--- src/hdl/sspq_pkg.sv ---
// ----------------------------------------------------------------------------
// sspq_pkg
// Shared types and constants for the stable sorted priority queue.
// ----------------------------------------------------------------------------
package sspq_pkg;

  // Sizes
  localparam int DEPTH        = 16;
  localparam int PAYLOAD_BITS = 16;
  localparam int PRIO_BITS    = 8;
  localparam int CNT_BITS     = $clog2(DEPTH + 1);

  // Operation codes carried on in_tuser
  typedef enum logic {
    OP_INSERT = 1'b0,
    OP_REMOVE = 1'b1
  } op_t;

  // Status codes carried on out_tuser
  typedef enum logic [1:0] {
    ST_OK    = 2'd0,
    ST_FULL  = 2'd1,
    ST_EMPTY = 2'd2
  } status_t;

  // One queue entry
  typedef struct packed {
    logic [PAYLOAD_BITS-1:0] payload;
    logic [PRIO_BITS-1:0]    prio;
  } entry_t;

  // Broadcast control from the top level to every cell
  typedef struct packed {
    logic   ins;       // insert this cycle
    logic   rem;       // remove front this cycle
    entry_t new_entry; // entry being inserted
  } cell_ctrl_t;

endpackage

--- src/hdl/sspq_cell.sv ---
// ----------------------------------------------------------------------------
// sspq_cell
// One slot of the sorted chain: holds an entry, shifts right on insert,
// shifts left on remove, or takes the new entry at the insertion point.
// ----------------------------------------------------------------------------
module sspq_cell
  import sspq_pkg::*;
(
  input  logic       clk,
  input  cell_ctrl_t ctrl,
  input  logic       occ,          // slot holds a live entry
  input  logic       left_ge,      // left neighbour stays ahead of new entry
  input  entry_t     left_entry,
  input  entry_t     right_entry,
  output entry_t     entry_q,
  output entry_t     entry_nxt,
  output logic       ge            // this entry stays ahead of new entry
);

  entry_t entry_r;

  // Equal priorities stay ahead, so ties leave in arrival order
  assign ge = occ && (entry_r.prio <= ctrl.new_entry.prio);

  // Next slot contents
  always_comb begin
    entry_nxt = entry_r;
    if (ctrl.ins) begin
      if (ge) begin
        entry_nxt = entry_r;
      end else if (left_ge) begin
        entry_nxt = ctrl.new_entry;
      end else begin
        entry_nxt = left_entry;
      end
    end else if (ctrl.rem) begin
      entry_nxt = right_entry;
    end
  end

  // Payload storage, no reset needed
  always_ff @(posedge clk) begin
    entry_r <= entry_nxt;
  end

  assign entry_q = entry_r;

endmodule

--- src/hdl/stable_sorted_priority_queue_top.sv ---
// ----------------------------------------------------------------------------
// stable_sorted_priority_queue_top
// Bounded priority queue held as a sorted chain of cells.
// ----------------------------------------------------------------------------
// Usage:
//   Input channel in_*: one item per operation. in_tuser selects insert or
//   remove; in_tdata carries the payload handle and priority for an insert.
//   Result channel out_*: one item per accepted input, giving the front
//   entry, the count and a status code after the operation.
//   Every cell compares its priority with the new one and moves in the same
//   cycle: the result item is shown in the cycle after acceptance, and one
//   item per cycle is sustained while the result channel takes items.
//   The rate is set by the compare and neighbour shift across the cell row.
//   A single output register parts the two sides; while it holds an untaken
//   result, a new item is taken only in the cycle that result leaves.
//   Reset (synchronous, rst_n low) empties the queue and drops any pending
//   result; the slot contents themselves are not cleared.
//   Inserting into a full queue drops the item (status full); removing from
//   an empty queue does nothing (status empty).
// ----------------------------------------------------------------------------
module stable_sorted_priority_queue_top
  import sspq_pkg::*;
(
  input  logic        clk,
  input  logic        rst_n,
  // Input channel
  input  logic        in_tvalid,
  output logic        in_tready,
  input  logic [23:0] in_tdata,    // [15:0] payload, [23:16] prio
  input  logic [0:0]  in_tuser,    // [0] op
  // Result channel
  output logic        out_tvalid,
  input  logic        out_tready,
  output logic [31:0] out_tdata,   // [0] front_valid, [16:1] front_payload,
                                   // [24:17] front_prio, [29:25] count, rest 0
  output logic [1:0]  out_tuser    // [1:0] status
);

  localparam int DATA_BITS = 1 + PAYLOAD_BITS + PRIO_BITS + CNT_BITS;

  logic                accept;
  op_t                 op;
  entry_t              in_entry;
  cell_ctrl_t          ctrl;
  logic [CNT_BITS-1:0] count_r, count_nxt;
  status_t             status;
  logic                full, empty;

  entry_t              cell_q   [DEPTH];
  entry_t              cell_nxt [DEPTH];
  logic                cell_ge  [DEPTH];

  logic                out_valid_r;
  logic [DATA_BITS-1:0] out_data_r, out_data_nxt;
  status_t             out_status_r;

  // Handshake and field decode
  assign in_tready        = !out_valid_r || out_tready;
  assign accept           = in_tvalid && in_tready;
  assign op               = op_t'(in_tuser[0]);
  assign in_entry.payload = in_tdata[PAYLOAD_BITS-1:0];
  assign in_entry.prio    = in_tdata[PAYLOAD_BITS +: PRIO_BITS];

  assign full  = (count_r == CNT_BITS'(DEPTH));
  assign empty = (count_r == '0);

  // Operation control and status
  always_comb begin
    ctrl.ins       = 1'b0;
    ctrl.rem       = 1'b0;
    ctrl.new_entry = in_entry;
    status         = ST_OK;
    count_nxt      = count_r;
    if (accept) begin
      case (op)
        OP_INSERT: begin
          if (full) begin
            status = ST_FULL;
          end else begin
            ctrl.ins  = 1'b1;
            count_nxt = count_r + CNT_BITS'(1);
          end
        end
        OP_REMOVE: begin
          if (empty) begin
            status = ST_EMPTY;
          end else begin
            ctrl.rem  = 1'b1;
            count_nxt = count_r - CNT_BITS'(1);
          end
        end
        default: begin
          status = ST_OK;
        end
      endcase
    end
  end

  // Row of cells, slot 0 is the front
  for (genvar i = 0; i < DEPTH; i++) begin : g_cell
    logic   occ;
    logic   left_ge;
    entry_t left_entry;
    entry_t right_entry;

    assign occ = (CNT_BITS'(i) < count_r);

    if (i == 0) begin : g_first
      assign left_ge    = 1'b1;
      assign left_entry = in_entry;
    end else begin : g_mid
      assign left_ge    = cell_ge[i-1];
      assign left_entry = cell_q[i-1];
    end

    if (i == DEPTH - 1) begin : g_last
      assign right_entry = cell_q[i];
    end else begin : g_inner
      assign right_entry = cell_q[i+1];
    end

    sspq_cell u_cell (
      .clk         (clk),
      .ctrl        (ctrl),
      .occ         (occ),
      .left_ge     (left_ge),
      .left_entry  (left_entry),
      .right_entry (right_entry),
      .entry_q     (cell_q[i]),
      .entry_nxt   (cell_nxt[i]),
      .ge          (cell_ge[i])
    );
  end

  // Result word from the post-operation front
  always_comb begin
    if (count_nxt != '0) begin
      out_data_nxt = {count_nxt, cell_nxt[0].prio, cell_nxt[0].payload, 1'b1};
    end else begin
      out_data_nxt = {count_nxt, {(PRIO_BITS + PAYLOAD_BITS + 1){1'b0}}};
    end
  end

  // Control state
  always_ff @(posedge clk) begin
    if (!rst_n) begin
      count_r     <= '0;
      out_valid_r <= 1'b0;
    end else begin
      count_r <= count_nxt;
      if (accept) begin
        out_valid_r <= 1'b1;
      end else if (out_tready) begin
        out_valid_r <= 1'b0;
      end
    end
  end

  // Result payload register
  always_ff @(posedge clk) begin
    if (accept) begin
      out_data_r   <= out_data_nxt;
      out_status_r <= status;
    end
  end

  assign out_tvalid = out_valid_r;
  assign out_tdata  = {{(32 - DATA_BITS){1'b0}}, out_data_r};
  assign out_tuser  = out_status_r;

`ifndef SYNTHESIS
  // Fill count never passes the depth
  a_count_range: assert property (@(posedge clk) disable iff (!rst_n)
    count_r <= CNT_BITS'(DEPTH))
    else $error("count above depth");

  // Insert into a full queue is dropped and flagged
  a_full_drop: assert property (@(posedge clk) disable iff (!rst_n)
    accept && op == OP_INSERT && full
    |=> out_status_r == ST_FULL && $stable(count_r))
    else $error("insert on full queue not dropped");

  // Remove on an empty queue is ignored and flagged
  a_empty_rem: assert property (@(posedge clk) disable iff (!rst_n)
    accept && op == OP_REMOVE && empty
    |=> out_status_r == ST_EMPTY && count_r == '0)
    else $error("remove on empty queue not ignored");

  // Result front flag agrees with its count
  a_front_flag: assert property (@(posedge clk) disable iff (!rst_n)
    out_valid_r |-> out_data_r[0] == (out_data_r[DATA_BITS-1 -: CNT_BITS] != '0))
    else $error("front flag disagrees with count");

  // Result count follows the live count
  a_count_out: assert property (@(posedge clk) disable iff (!rst_n)
    accept |=> out_data_r[DATA_BITS-1 -: CNT_BITS] == count_r)
    else $error("reported count differs from fill count");
`endif

endmodule

--- config.mk ---
export PLATFORM = sky130hd
export DESIGN_NAME = stable_sorted_priority_queue_top
export DESIGN_NICKNAME = d
export VERILOG_FILES = /design/src/hdl/sspq_pkg.sv /design/src/hdl/sspq_cell.sv /design/src/hdl/stable_sorted_priority_queue_top.sv
export SDC_FILE = /design/constraint.sdc
export NUM_CORES = 1
export LEC_CHECK = 0
export BUFFER_PORTS_ARGS = -buffer_cell sky130_fd_sc_hd__buf_2
export CORE_UTILIZATION = 55
export DETAILED_ROUTE_END_ITERATION = 8
export PLACE_DENSITY = 0.8
export SLEW_MARGIN = 30
export SYNTH_ARGS = -nofsm -noshare
export SYNTH_HDL_FRONTEND = slang
export SYNTH_SLANG_ARGS = --single-unit
--- constraint.sdc ---
create_clock -name clk -period 11.2 [get_ports clk]
set_clock_uncertainty 0.1 [all_clocks]
set_input_delay 0.56 -clock clk [delete_from_list [all_inputs] [get_ports clk]]
set_output_delay 0.56 -clock clk [all_outputs]
set_load 0.02 [all_outputs]
Yosys cells after proc, flatten, opt, wreduce, memory -nomap -nowiden
Cells that the tools add are included.
- word-level logic and storage cells: 201
- memories kept: 0
- bits in read-only memories: 0
- bits in registers: 422
- bits in latches: 0
- bits of input ports: 29
- bits in writable memories: 0
- output and inout bits: 36
- reductions and logical operators: 38
- add/sub/neg operators: 2
- eq/ne operators: 15
- bitwise operators: 2
- divide/modulo/power cells: 0
- multiply operators: 0
- mux-type cells: 75
- order comparisons: 32
- shifts and indexed selects: 0
- operators by type and width (cell ; count):
    24-bit two-way mux ; 60
    8-bit less-or-equal comparator ; 16
    4-bit by 5-bit less-than comparator with 1-bit output (first input constant) ; 8
    2-bit AND reduction ; 15
    2-bit != test (second input constant) ; 14
    3-bit by 5-bit less-than comparator with 1-bit output (first input constant) ; 4
    1-bit logical AND ; 17
    5-bit two-way mux ; 3
    1-bit by 5-bit less-than comparator with 1-bit output (first input constant) ; 2
    2-bit by 5-bit less-than comparator with 1-bit output (first input constant) ; 2
    5-bit case mux with 2 select lines ; 1
    1-bit two-way mux ; 8
    5-bit by 1-bit adder with 5-bit output (second input constant) ; 1
    5-bit == test (second input constant) ; 1
    5-bit logical NOT ; 1
    5-bit nonzero test ; 1
    5-bit by 1-bit subtractor with 5-bit output (second input constant) ; 1
    2-bit two-way mux ; 2
    2-bit case mux with 2 select lines ; 1
    2-bit nonzero test ; 2
    1-bit inverter ; 2
    1-bit logical NOT ; 1
    1-bit logical OR ; 1

Logic depth before layout (Yosys ltp)
- depth in word-level cells: 6
- mapped depth: 11
- depth with buffers taken out: 8

Modules after synthesis
From an unflattened synthesis, not the netlist that was laid out.
- cells, all modules: 3411
- area, all modules: 36453.7 um2
- by module, submodules not included (module ; instances ; cells each ; area an instance (um2)):
    sspq_cell (g_cell[0].u_cell ...) ; 10 ; 203 ; 2157.1
    sspq_cell (g_cell[4].u_cell ...) ; 6 ; 203 ; 2158.3
    stable_sorted_priority_queue_top ; 1 ; 163 ; 1933.1

Worst setup path before layout
Ideal clock, no wire load.
- path kind: input -> register
- start point: input in_tdata[20]
- end point: register g_cell[5].u_cell.entry_r, in the netlist g_cell[5].u_cell.entry_q[0], enable pin
- arrival time: 3.885 ns
- stages on the path: 8
- slack: 6.776 ns
- required time: 10.661 ns
- buffers on the path: 2
- path through: inv_1 > ha_1 > and3_1 > a41oi_1 > a211oi_1 > buf_2 > buf_1 > o21ai_0
- longest elaborated chain between the ends: 4
- RTL lines (element ; RTL line ; source):
    start: declaration ; stable_sorted_priority_queue_top.sv:29 ; input logic [23:0] in_tdata,
    8-bit less-or-equal comparator ; sspq_cell.sv:23 ; assign ge = occ && (entry_r.prio <= ctrl.new_entry.prio);
    1-bit logical AND ; sspq_cell.sv:23 ;
    2-bit != test (no line) ; n/a ;
    2-bit AND reduction (no line) ; n/a ;
    end signal: assignment ; sspq_cell.sv:43 ; entry_r <= entry_nxt;
    end: declaration ; sspq_cell.sv:20 ; entry_t entry_r;
Every way passes these cells.
A chain may end at the register's enable or synchronous reset.

Worst setup path in the final report
- start point: register count_r[1]
- end point: register out_data_r[23] (data pin)
- elaborated cells between the ends (all ways): 19
- those cells by class: 2 x add/sub; 1 x order compare; 1 x eq/ne; 12 x mux; 3 x reduce/logical
- RTL lines (element ; RTL line ; source):
    start: declaration ; stable_sorted_priority_queue_top.sv:45 ; logic [CNT_BITS-1:0] count_r, count_nxt;
    start signal: assignment ; stable_sorted_priority_queue_top.sv:150 ; count_r <= count_nxt;
    5-bit == test or 5-bit logical NOT (tied branches) ; stable_sorted_priority_queue_top.sv:64, stable_sorted_priority_queue_top.sv:65 ;
    5-bit two-way mux (on tied branches) ; stable_sorted_priority_queue_top.sv:77, stable_sorted_priority_queue_top.sv:85 ;
    5-bit case mux with 2 select lines (*) ; stable_sorted_priority_queue_top.sv:75 ; case (op)
    5-bit two-way mux (*) ; stable_sorted_priority_queue_top.sv:74 ; if (accept) begin
    via count_nxt[0] ; stable_sorted_priority_queue_top.sv:45 ;
    5-bit nonzero test (*) ; stable_sorted_priority_queue_top.sv:137 ; if (count_nxt != '0) begin
    end signal: assignment ; stable_sorted_priority_queue_top.sv:162 ; out_data_r <= out_data_nxt;
    end: declaration ; stable_sorted_priority_queue_top.sv:54 ; logic [DATA_BITS-1:0] out_data_r, out_data_nxt;
The timed path passes the listed nets; every way through them passes the cells marked *.

==> qor.csv <==
metric;value;unit
run_status;completed;
swShare;32.0;%
grt_use_total;25.1;%
routed_wire_length_per_instance;19.8;microns
rows;76;
power.static_leakage;0.0105;uW
power.share.sequential;44.8;%
grt-ovfl-total;0;
die-area;44400;sq um
worst_skew_pair.late_latency;560;ps
critical_path_maximum_fanout;39;
count_of_pins_on_the_block_boundary;65;
post-dp-hpwl;38000;microns
ys_ff_latch;422;
yosysWarningCount;0;
initial_utilization;55.7;%
ctsHtreeMaxLevel;2;
first_global_vias;17600;
setup.worst_path.class;reg2reg;
power.clock.fraction;29.7;%
slew_worst_pin;926;ps
ys.flop_type;edfxtp_1;
power_switching;1630;uW
final_net_count;2371;
syn-mean-instance-area;10.6;sq um
cp_common_cell;buf_4;
cts_buffers;44;
power_frac_comb;25.5;%
post-cts-setup-buffers;0;
worst-endpoint-arrival;4410;ps
routed_wirelength;56000;microns
p_per_area;194;nW/um^2
final_min_period_over_clock_period;38.0;%
rrSetupSlack;6950;ps
synthesis.area;24000;sq um
drv_slew;0;
mapped_cells;2259;
cap_violations;0;
clock-root-buffer;clkbuf_16;
area_growth_syn_to_layout;9.78;%
remaining_drc_errors;0;
die_w;211;microns
final-seq-area;12400;sq um
setup_total_negative_slack;0;ps
maxSlewHeadroom;38.2;%
avgViaCountPerCell;6.24;
grt_first_pass_wirelength;91000;microns
drtIter0Drc;1432;
final_core_utilization;61.1;%
cpMaxStageDelayCell;buf_4;
hold_path_class;in2reg;
timing.final.crit_period;4250;ps
report.final.hold_viol_count;0;
ctsHoldBuffers;0;
cp-start-kind;flop;
finalSetupViolations;0;
number_of_distinct_standard_cells_referenced_by_the_synthesized_netlist;58;
fmax;235;MHz
endpoint_kind;flop;
asyncSetResetFlopFracSynth;0;%
drive_gt1_share;10.1;%
port_buffers;62;
timing.critical_path.cells;inv_1 > ha_1 > or4b_4 > nand4_1 > buf_4 > nand2_2 > xnor2_1 > nor4_4 > buf_4 > a311oi_1;
cts_sinks;422;
clkSlewWorstSetupHoldPaths;60;ps
slowest_delay;610;ps
tritoncts;done;
pin_count_of_the_biggest_net_entering_global_routing;283;
vdd_ir_max;155;uV
grt_antenna_before_repair;1;
detailedRoute.firstPassIterationCount;5;
crit_required;11360;ps
rsz_0062_raised_after_global_routing;false;
internal_power;3470;uW
number_of_flops_mapped_to_enable_cells_by_yosys;392;
num_vias;17700;
fill_cells;3371;
floorplan.core_area;43100;sq um
max-clock-path-buffers;3;
drtAntennaViolNets;0;
die_y;211;microns
place_congestion;0.838;
synth-seq-area-share;51.6;%
multi_input_area;10900;sq um
post_cts.resized_instances;0;
==> worst paths after layout <==
path                            startpoint                       endpoint  depth (start not counted)
max                             count_r[1]                 out_data_r[23]                         10
min                                  rst_n                     out_tvalid                          2
max reg2reg                     count_r[1]                 out_data_r[23]                         10
min reg2reg  g_cell[15].u_cell.entry_q[21]  g_cell[14].u_cell.entry_q[21]                          2
==> state kept, by name (all words and copies together) (netlist names) <==
signal / cells
count_r: 5
g_cell.u_cell.entry_q: 384
out_data_r: 30
out_tuser: 2
out_tvalid: 1
==> critical path, delay by kind of cell, from the launching register on <==
kind                       cells  cell delay, ps
DFF                            1             400
adders and majority gates      1             360
buffers and inverters          3            1140
AOI/OAI and AO/OA              1              90
xor gates and xnor gates       1             310
and+or+nand+nor                4            1530
==> power groups by stage <==
stage               Sequential [uW]  Combinational (uW)  Clock [uW]
finish                         2290                1300        1510
global route                   2320                1450        1580
detailed placement             2310                1280           0
global placement               2310                1210           0
CTS                            2290                1290        1530
floorplan                      2300                 924           0
==> routing by layer <==
metal  wire length (microns)  track usage, %  part of all wire [%]  vias to the layer above
li1                        -               -                     -                     8287
met1                   24400            33.7                    44                     8701
met2                   27300            42.2                    49                      566
met3                    2950            3.37                   5.3                      103
met4                    1370            7.47                   2.4                        0
met5                       0               0                     0                        -
==> cell families (layout without fill, tap and decap cells) <==
| family | Yosys count | count (layout) | share of synthesized area, % |
|---|---|---|---|
| xor+xnor | 1 | 1 | 0.0365 |
| flops | 422 | 422 | 51.6 |
| buf+inv | 239 | 224 | 4.02 |
| simple gates | 545 | 545 | 9.61 |
| compound gates | 609 | 609 | 14.7 |
| fa+ha+maj | 132 | 132 | 6.89 |
| mux | 310 | 310 | 13.1 |
| other cells | 1 | 3 | 0.0156 |
==> synth_stat cells (all sizes together), types with 5 or more instances <==
cell type | instances | area, sq um
inv | 48 | 180
nand2 | 342 | 1280
o211ai | 10 | 75.1
nand3 | 25 | 125
and2 | 6 | 37.5
a21o | 25 | 188
dfxtp | 30 | 601
nand4 | 20 | 125
a21oi | 113 | 577
ha | 132 | 1650
nor2b | 9 | 56.3
o221a | 9 | 101
a311oi | 8 | 70.1
mux2 | 24 | 270
o22ai | 6 | 37.5
nor2 | 80 | 300
o31ai | 24 | 185
o22a | 24 | 210
edfxtp | 392 | 11800
and3 | 12 | 75.1
nor3 | 39 | 195
clkbuf | 147 | 553
a31oi | 35 | 219
nand2b | 5 | 31.3
o21ai | 331 | 1660
mux2i | 286 | 2860
buf | 44 | 230
==> stage by stage <==
stage,instances,worst slack (ps),hold slack (ps),cell area [sq um],total power [uW]
after floorplan,2260,6780,396,24000,3220
after global placement,2743,6650,401,24600,3520
after detailed placement,2747,6540,421,24800,3590
after CTS,2828,6620,184,26200,5100
after global routing,2830,6780,199,26300,5350
final,2831,6950,205,26300,5100
==> placed cells by master (no fill, tap or decap), drive strengths merged, types with 5 or more instances in the layout <==
cell and n:
a21o 25, o21ai 331, dfxtp 30, and2 6, clkinv 14, edfxtp 392, nor2 80, nand2b 5
ha 132, o31ai 24, nor2b 9, mux2i 286, a311oi 8, mux2 24, nand3 25, nand2 342
nor3 39, a31oi 35, and3 12, a21oi 113, inv 50, nand4 20, o221a 9, o22ai 6
o211ai 10, o22a 24, clkbuf 62, buf 95
==> area by class of cell <==
class | instances | area share, %
clock inverters | 19 | 0.632
flip-flops and latches | 422 | 47.0
clock buffers | 62 | 5.03
repair buffers | 95 | 2.54
multi-input cells | 1599 | 41.3
diodes | 1 | 0.00951
well taps | 585 | 2.78
inverters | 48 | 0.685
Power figures use the tool's default switching activity.
